### src/design/segregated_pool_allocator_assert.svh
// Assertion macros shared by the segregated pool allocator RTL.
`ifndef SEGREGATED_POOL_ALLOCATOR_ASSERT_SVH
`define SEGREGATED_POOL_ALLOCATOR_ASSERT_SVH

`ifndef SYNTHESIS
// Same-cycle implication, disabled while reset is asserted
`define SPA_ASSERT_IMPL(lbl, clk_s, rst_s, ante, cons) \
    lbl: assert property (@(posedge clk_s) disable iff (!rst_s) (ante) |-> (cons)) \
        else $error("segregated pool allocator: assertion failed");
// Next-cycle implication, disabled while reset is asserted
`define SPA_ASSERT_NEXT(lbl, clk_s, rst_s, ante, cons) \
    lbl: assert property (@(posedge clk_s) disable iff (!rst_s) (ante) |=> (cons)) \
        else $error("segregated pool allocator: assertion failed");
`else
`define SPA_ASSERT_IMPL(lbl, clk_s, rst_s, ante, cons)
`define SPA_ASSERT_NEXT(lbl, clk_s, rst_s, ante, cons)
`endif

`endif

### src/design/spa_pkg.sv
// Shared types, constants and the size-class function of the pool allocator.
package spa_pkg;

    // Fixed geometry
    localparam int CHUNK_SHIFT  = 12;
    localparam int MIN_SHIFT    = 5;
    localparam int CLASS_W      = 3;
    localparam int CLASS_COUNT  = 8;
    localparam int ADDR_OUT_W   = 18;
    localparam int HDR_BYTES    = 8;
    localparam int MAX_POOL_REQ = 4088;

    typedef logic [1:0] status_t;

    // Result status codes
    localparam status_t ST_OK      = 2'd0;
    localparam status_t ST_IGNORE  = 2'd1;
    localparam status_t ST_BULK    = 2'd2;
    localparam status_t ST_EXHAUST = 2'd3;

    // Controller to datapath
    typedef struct packed {
        logic load;
        logic eval;
        logic pop_fin;
        logic free_fin;
    } spa_cmd_t;

    // Datapath to controller
    typedef struct packed {
        logic eval_done;
        logic eval_pop;
    } spa_sts_t;

    // Class number from size+7 (12 bits): bit length minus 5, floor 0
    function automatic logic [CLASS_W-1:0] size_class(input logic [11:0] v);
        logic [CLASS_W-1:0] c;
        if (v[11])      c = 3'd7;
        else if (v[10]) c = 3'd6;
        else if (v[9])  c = 3'd5;
        else if (v[8])  c = 3'd4;
        else if (v[7])  c = 3'd3;
        else if (v[6])  c = 3'd2;
        else if (v[5])  c = 3'd1;
        else            c = 3'd0;
        return c;
    endfunction

endpackage

### src/design/spa_ctrl.sv
// Request sequencer of the pool allocator: accept, evaluate, finish.
`include "segregated_pool_allocator_assert.svh"

module spa_ctrl (
    input  logic              clk,
    input  logic              rst_n,
    input  logic              start,
    input  spa_pkg::spa_sts_t sts,
    output spa_pkg::spa_cmd_t cmd,
    output logic              busy
);
    import spa_pkg::*;

    localparam logic [1:0] S_IDLE = 2'd0;
    localparam logic [1:0] S_EVAL = 2'd1;
    localparam logic [1:0] S_POP  = 2'd2;
    localparam logic [1:0] S_FREE = 2'd3;

    logic [1:0] state_reg;
    logic [1:0] state_next;

    // Next state and commands
    always_comb
    begin
        state_next   = state_reg;
        cmd          = '0;
        case (state_reg)
            S_IDLE:
            begin
                if (start)
                begin
                    cmd.load   = 1'b1;
                    state_next = S_EVAL;
                end
            end
            S_EVAL:
            begin
                cmd.eval = 1'b1;
                if (sts.eval_done)
                    state_next = S_IDLE;
                else if (sts.eval_pop)
                    state_next = S_POP;
                else
                    state_next = S_FREE;
            end
            S_POP:
            begin
                cmd.pop_fin = 1'b1;
                state_next  = S_IDLE;
            end
            S_FREE:
            begin
                cmd.free_fin = 1'b1;
                state_next   = S_IDLE;
            end
            default:
            begin
                state_next = S_IDLE;
            end
        endcase
    end

    // State register
    always_ff @(posedge clk or negedge rst_n)
    begin
        if (!rst_n)
            state_reg <= S_IDLE;
        else
            state_reg <= state_next;
    end

    assign busy = (state_reg != S_IDLE);

    `SPA_ASSERT_NEXT(a_accept_to_eval, clk, rst_n, start && !busy, state_reg == S_EVAL)
    `SPA_ASSERT_NEXT(a_finish_to_idle, clk, rst_n, state_reg == S_POP || state_reg == S_FREE, state_reg == S_IDLE)
    `SPA_ASSERT_IMPL(a_eval_after_idle, clk, rst_n, state_reg == S_EVAL, $past(state_reg) == S_IDLE)

endmodule

### config.mk
export PLATFORM = sky130hd
export DESIGN_NAME = spa_ctrl
export DESIGN_NICKNAME = d
export VERILOG_FILES = /design/src/design/spa_pkg.sv /design/src/design/spa_ctrl.sv
export VERILOG_INCLUDE_DIRS = /design/src /design/src/design
export SDC_FILE = /design/constraint.sdc
export NUM_CORES = 1
export LEC_CHECK = 0
export BUFFER_PORTS_ARGS = -buffer_cell sky130_fd_sc_hd__buf_4
export CAP_MARGIN = 15
export CORE_AREA = 5 5 42 44
export DETAILED_ROUTE_END_ITERATION = 8
export DIE_AREA = 0 0 47 49
export GPL_TIMING_DRIVEN = 0
export SLEW_MARGIN = 20
export SYNTH_ARGS = -nofsm -noshare
export SYNTH_HDL_FRONTEND = slang
export SYNTH_SLANG_ARGS = --single-unit
### constraint.sdc
create_clock -name clk -period 0.9 [get_ports clk]
set_input_delay 0.18 -clock clk [delete_from_list [all_inputs] [get_ports clk]]
set_output_delay 0.18 -clock clk [all_outputs]
set_load 0.005 [all_outputs]
==> results of run 1 <==
## layer usage
layer	vias to the layer above	share of wire [%]	global-route usage, %
met3	2	14	3.69
met1	59	47	4.40
met5	-	0	0
li1	63	-	-
met2	9	36	4.07
met4	0	1.7	4.15
## final timing paths
| check | from | end | slack, ns | depth (start not counted) |
|---|---|---|---|---|
| hold / removal | sts[1] | state_reg[1] | 0.24 | 2 |
| setup reg to reg | state_reg[1] | state_reg[0] | -0.06 | 3 |
| hold reg to reg | state_reg[1] | state_reg[1] | 0.76 | 3 |
| min in group asynchronous | rst_n | state_reg[1] | 0.28 | 2 |
| setup / recovery | state_reg[1] | cmd[3] | -0.34 | 2 |
| max in group asynchronous | rst_n | state_reg[1] | 0.52 | 2 |
## per-stage QoR
step,setup slack [ns],cells,total power (W),utilization [%]
after detailed placement,-0.0698,35,0.000233,14.5
after global placement,-0.0730,35,0.000231,14.5
after CTS,-0.307,40,0.000470,17.9
final,-0.336,41,0.000467,18.8
after global routing,-0.376,41,0.000518,18.8
after floorplan,0.0800,10,0.000166,-
## cell type report
cell class                 instances  area (um2)  share of cell area [%]
sequential                         2        51.3                    19.5
tap                               16        20.0                    7.62
clock buffer                       3        22.5                    8.57
multi-input combinational          8        65.1                    24.8
timing repair buffer              12         104                    39.5
## power breakdown
part           internal [W]  switching [W]  total [W]
clock network      0.000147      0.0000490   0.000196
logic              0.000107      0.0000441   0.000151
registers          0.000103      0.0000173   0.000121
## worst max-delay path, delay by kind of cell, from the launching register on
family        cells  cell delay (ns)
simple gates      1             0.25
buf+inv           1             0.15
flops             1             0.43
## cells in the final DEF (no fill, tap or decap), drive strengths merged
cell / Yosys / routed
and2b: 2 / 2
clkbuf: 0 / 3
buf: 0 / 11
nor2: 1 / 1
nor2b: 1 / 1
dlygate4sd3: 0 / 1
or2: 1 / 1
dfrtp: 2 / 2
and2: 1 / 1
nor3b: 1 / 1
a21o: 1 / 1
## kinds of logic after synthesis
family | Yosys count
compound gates | 1
flops | 2
simple gates | 7
## timing repair
| item | CTS | global route |
|---|---|---|
| setup buffers | 1 | 2 |
| gates resized for setup | 3 | 2 |
| hold endpoints to repair | 2 | 0 |
| setup endpoints to repair | 5 | 7 |
| hold buffers | 1 | 0 |
| pin swaps | 1 | 1 |
==> results.sh, run 1 <==
export IMPL_clock_latency_ns=0.22
export IMPL_cts_root_buf="clkbuf_4"
export IMPL_violations="negative setup slack"
export IMPL_async_reset_ff_share_pct=100
export IMPL_dpl_cell_area_um2=203
export IMPL_fin_area_um2=263
export IMPL_routed_wirelength_um=348
export IMPL_syn_num_nets=15
export IMPL_syn_avg_cell_area_um2=11.5
export IMPL_fill_cells=164
export IMPL_final_nets=32
export IMPL_max_slew_margin_rel_pct=86.2
export IMPL_netlist_area_um2=115
export IMPL_hpwlAfterDp_um=243
export IMPL_ys_warn_count=0
export IMPL_antenna_found_initial=0
export IMPL_fp_row_count=14
export IMPL_fin_ws_ns=-0.336
export IMPL_layout_area_overhead_vs_synth_pct=128
export IMPL_endpoint_kind="output pin"
export IMPL_maxSlewViolCount=0
export IMPL_die_area_mm2=0.00230
export IMPL_finalSetupViolCount=7
export IMPL_final_setup_tns_ns=-1.33
export IMPL_crit_slowest_cell="dfrtp_2"
export IMPL_synth_edf_count=0
export IMPL_grt_max_degree=6
export IMPL_synth_top_area_share_pct=43.5
export IMPL_critPathKind="reg2out"
export IMPL_startpoint_type="flop"
export IMPL_cp_cell_sequence="nor3b_2 > buf_4"
export IMPL_synth_top_family_by_area="simple AND/OR/NAND/NOR gates"
export IMPL_largest_register_ffs=2
export IMPL_synth_compound_area_share_pct=6.52
export IMPL_syn_instance_count=10
export IMPL_synth_seq_cells=2
export IMPL_vias_per_cell=3.24
export IMPL_path_max_fanout=5
export IMPL_rsz0062_at_grt="true"
export IMPL_drive_gt1_share_pct=68.0
export IMPL_synth_mux_area_share_pct=0
export IMPL_clock_sinks=2
export IMPL_drt_first_pass_iters=2
export IMPL_synth_adder_area_share_pct=0
export IMPL_synth_common_cells="and2b_1, dfrtp_1"
export IMPL_leakagePower_nw=0.140
export IMPL_yosysTopAreaCell="dfrtp_1"
export IMPL_hold_class="in2reg"
export IMPL_gr_total_overflow=0
export IMPL_grt_pass1_wl_um=586
export IMPL_pin_count=10
export IMPL_die_w_um=47
export IMPL_grt_usage_pct=4.01
export IMPL_crit_path_max_incr_delay_ns=0.43
export IMPL_io_buffers=9
export IMPL_p_per_area_mw_per_mm2=1780
export IMPL_initial_core_util_pct=8.21
export IMPL_drv_cap=0
export IMPL_wl_per_cell_um=8.49
export IMPL_crit_required_ns=0.72
export IMPL_hold_viol=0
export IMPL_drt_iter0_markers=1
export IMPL_cts_made_buffers=3
export IMPL_vias=133
export IMPL_tightest_slew_ns=0.206
export IMPL_core_area_mm2=0.00140
export IMPL_drc=0
export IMPL_status="finished with violations"
export IMPL_clk_pin_slew_worst_paths_ns=0.03
export IMPL_die_h_um=49
export IMPL_grt_pass1_vias=147
export IMPL_fin_crit_ns=1.24
export IMPL_fin_skew_ns=0.000978
export IMPL_ant_nets=0
export IMPL_htree_num_levels=1
export IMPL_ys_seq_area_share_pct=43.5
export IMPL_clockBufferDepth=2
export IMPL_arrival_ns=1.06
export IMPL_synth_ff_type="dfrtp_1"
export IMPL_ir_drop_mv=0.678
export IMPL_fmax_mhz=809
export IMPL_synth_xor_area_share_pct=0
export IMPL_synth_simple_area_share_pct=50.0
export IMPL_n_antenna_cell=0
export IMPL_ys_types=8
export IMPL_synth_area_leaders="dfrtp_1, and2b_1, nor2b_4, nor3b_2, a21o_1"
export IMPL_holdWs_ns=0.244
export IMPL_period_share_pct=137
export IMPL_tritoncts="yes"
export IMPL_gp_congestion=0.619
(Power assumes the default switching activity.)
==> inputs of run 2 (changes only) <==
--- a/config.mk
+++ b/config.mk
@@ -12,6 +12,7 @@
 export DETAILED_ROUTE_END_ITERATION = 8
 export DIE_AREA = 0 0 47 49
 export GPL_TIMING_DRIVEN = 0
+export PLACE_DENSITY_LB_ADDON = 0.2
 export SLEW_MARGIN = 20
 export SYNTH_ARGS = -nofsm -noshare
 export SYNTH_HDL_FRONTEND = slang
==> results.sh, run 2 (synthesis results as in run 1) <==
export IMPL_status="finished with violations"
export IMPL_violations="negative setup slack"
export IMPL_routed_wirelength_um=387
export IMPL_final_util_pct=19.6
export IMPL_grt_pass1_vias=150
export IMPL_clockBufferDepth=2
export IMPL_final_cell_mix="buf_4, buf_6, clkbuf_4, and2b_1, dfrtp_2"
export IMPL_vias=132
export IMPL_crit_required_ns=0.72
export IMPL_fin_crit_ns=1.20
export IMPL_vias_per_cell=3.22
export IMPL_critPathKind="reg2out"
export IMPL_cp_top_family="flip-flops"
export IMPL_core_area_mm2=0.00140
export IMPL_largest_register_ffs=2
export IMPL_hold_class="in2reg"
export IMPL_tritoncts="yes"
export IMPL_die_area_mm2=0.00230
export IMPL_final_setup_tns_ns=-1.45
export IMPL_leakagePower_nw=0.141
export IMPL_grt_max_degree=6
export IMPL_max_slew_margin_rel_pct=88.8
export IMPL_n_antenna_cell=0
export IMPL_finalSetupViolCount=7
export IMPL_startpoint_type="flop"
export IMPL_hold_viol=0
export IMPL_fmax_mhz=834
export IMPL_clock_sinks=2
export IMPL_maxSlewViolCount=0
export IMPL_drive_gt1_share_pct=72.0
export IMPL_drt_iter0_markers=2
export IMPL_initial_core_util_pct=8.21
export IMPL_whs_path_depth=2
export IMPL_cts_root_buf="clkbuf_4"
export IMPL_layout_area_overhead_vs_synth_pct=138
export IMPL_reg2reg_depth=4
export IMPL_ir_drop_mv=0.634
export IMPL_endpoint_kind="output pin"
export IMPL_fill_cells=166
export IMPL_fp_row_count=14
export IMPL_r2r_slack_ns=-0.07
export IMPL_antenna_found_initial=0
export IMPL_crit_slowest_cell="dfrtp_2"
export IMPL_die_w_um=47
export IMPL_fin_total_pwr_w=0.000487
export IMPL_cts_made_buffers=3
export IMPL_dpl_cell_area_um2=203
export IMPL_crit_path_max_incr_delay_ns=0.43
export IMPL_htree_num_levels=1
export IMPL_fin_ws_ns=-0.299
export IMPL_die_h_um=49
export IMPL_pin_count=10
export IMPL_fin_skew_ns=0.00248
export IMPL_clk_pin_slew_worst_paths_ns=0.03
export IMPL_grt_usage_pct=4.37
export IMPL_path_max_fanout=5
export IMPL_gr_total_overflow=0
export IMPL_wl_per_cell_um=9.44
export IMPL_ant_nets=0
export IMPL_drv_cap=0
export IMPL_crit_path_frequent_cell="buf_6"
export IMPL_rsz0062_at_grt="true"
export IMPL_arrival_ns=1.02
export IMPL_holdWs_ns=0.240
export IMPL_clock_latency_ns=0.22
export IMPL_p_per_area_mw_per_mm2=1780
export IMPL_final_nets=32
export IMPL_gp_congestion=0.630
export IMPL_tightest_slew_ns=0.168
export IMPL_crit_cells=3
export IMPL_critPathBufInv=2
export IMPL_cp_cell_sequence="buf_6 > nor2b_4 > buf_6"
export IMPL_drt_first_pass_iters=4
export IMPL_layout_cells_most_common="buf_4"
export IMPL_grt_pass1_wl_um=641
export IMPL_io_buffers=9
export IMPL_fin_area_um2=274
export IMPL_drc=0
export IMPL_period_share_pct=133
==> run 2: cell count changes in the layout (fill, tap and decap cells not counted) <==
| cell | previous run | this run |
|---|---|---|
| nor3b_2 | 1 | 0 |
| nor3b_4 | 0 | 1 |
| buf_4 | 8 | 7 |
| dfrtp_1 | 1 | 0 |
| dfrtp_2 | 1 | 2 |
| buf_6 | 3 | 4 |
==> run 2: worst reg2reg max path, stage by stage, from the launching register on <==
cell and delay, ns:
dfrtp_2 0.43, buf_6 0.13, nor2b_4 0.13, buf_6 0.11, and2b_1 0.10
==> run 2: final timing paths <==
| check | startpoint | end |
|---|---|---|
| worst max-delay path | state_reg[1] | cmd[2] |
| worst min register to register | state_reg[0] | state_reg[0] |
| min in group asynchronous | rst_n | state_reg[0] |
| max in group asynchronous | rst_n | state_reg[1] |
| worst max register to register | state_reg[1] | state_reg[1] |
| worst min-delay path | sts[1] | state_reg[1] |
==> run 2: repair_timing <==
action,4_1_cts,5_1_grt
endpoints found under the hold margin,2,0
endpoints found under the setup margin,5,7
hold buffers,1,0
resized for setup,2,5
pin swaps,1,1
setup buffers,1,1
gates cloned,0,0
==> run 2: area by class of cell <==
| cell class | count | area, um2 | area share, % |
|---|---|---|---|
| multi-input cells | 8 | 71.3 | 26.0 |
| flip-flops and latches | 2 | 52.6 | 19.2 |
| well taps | 16 | 20.0 | 7.31 |
| repair buffers | 12 | 108 | 39.3 |
| clock buffers | 3 | 22.5 | 8.22 |
==> run 2: layer usage <==
metal | GRT usage (%) | up-vias | share of wire (%)
met5 | 0 | - | 0
met4 | 5.53 | 0 | 0
met1 | 3.96 | 58 | 42
li1 | - | 64 | -
met3 | 4.80 | 0 | 15
met2 | 4.30 | 10 | 42
==> run 2: stage by stage <==
stage / worst slack (ns) / instances
final: -0.299 / 41
after CTS: -0.326 / 40
after global placement: -0.0588 / 35
after detailed placement: -0.0916 / 35
after floorplan: 0.0800 / 10
after global routing: -0.359 / 41
==> run 2: power by group <==
group,internal (W),switching (W),total (W)
clock,0.000147,0.0000503,0.000197
combinational,0.000116,0.0000497,0.000166
sequential,0.000105,0.0000186,0.000124
total,0.000368,0.000119,0.000487
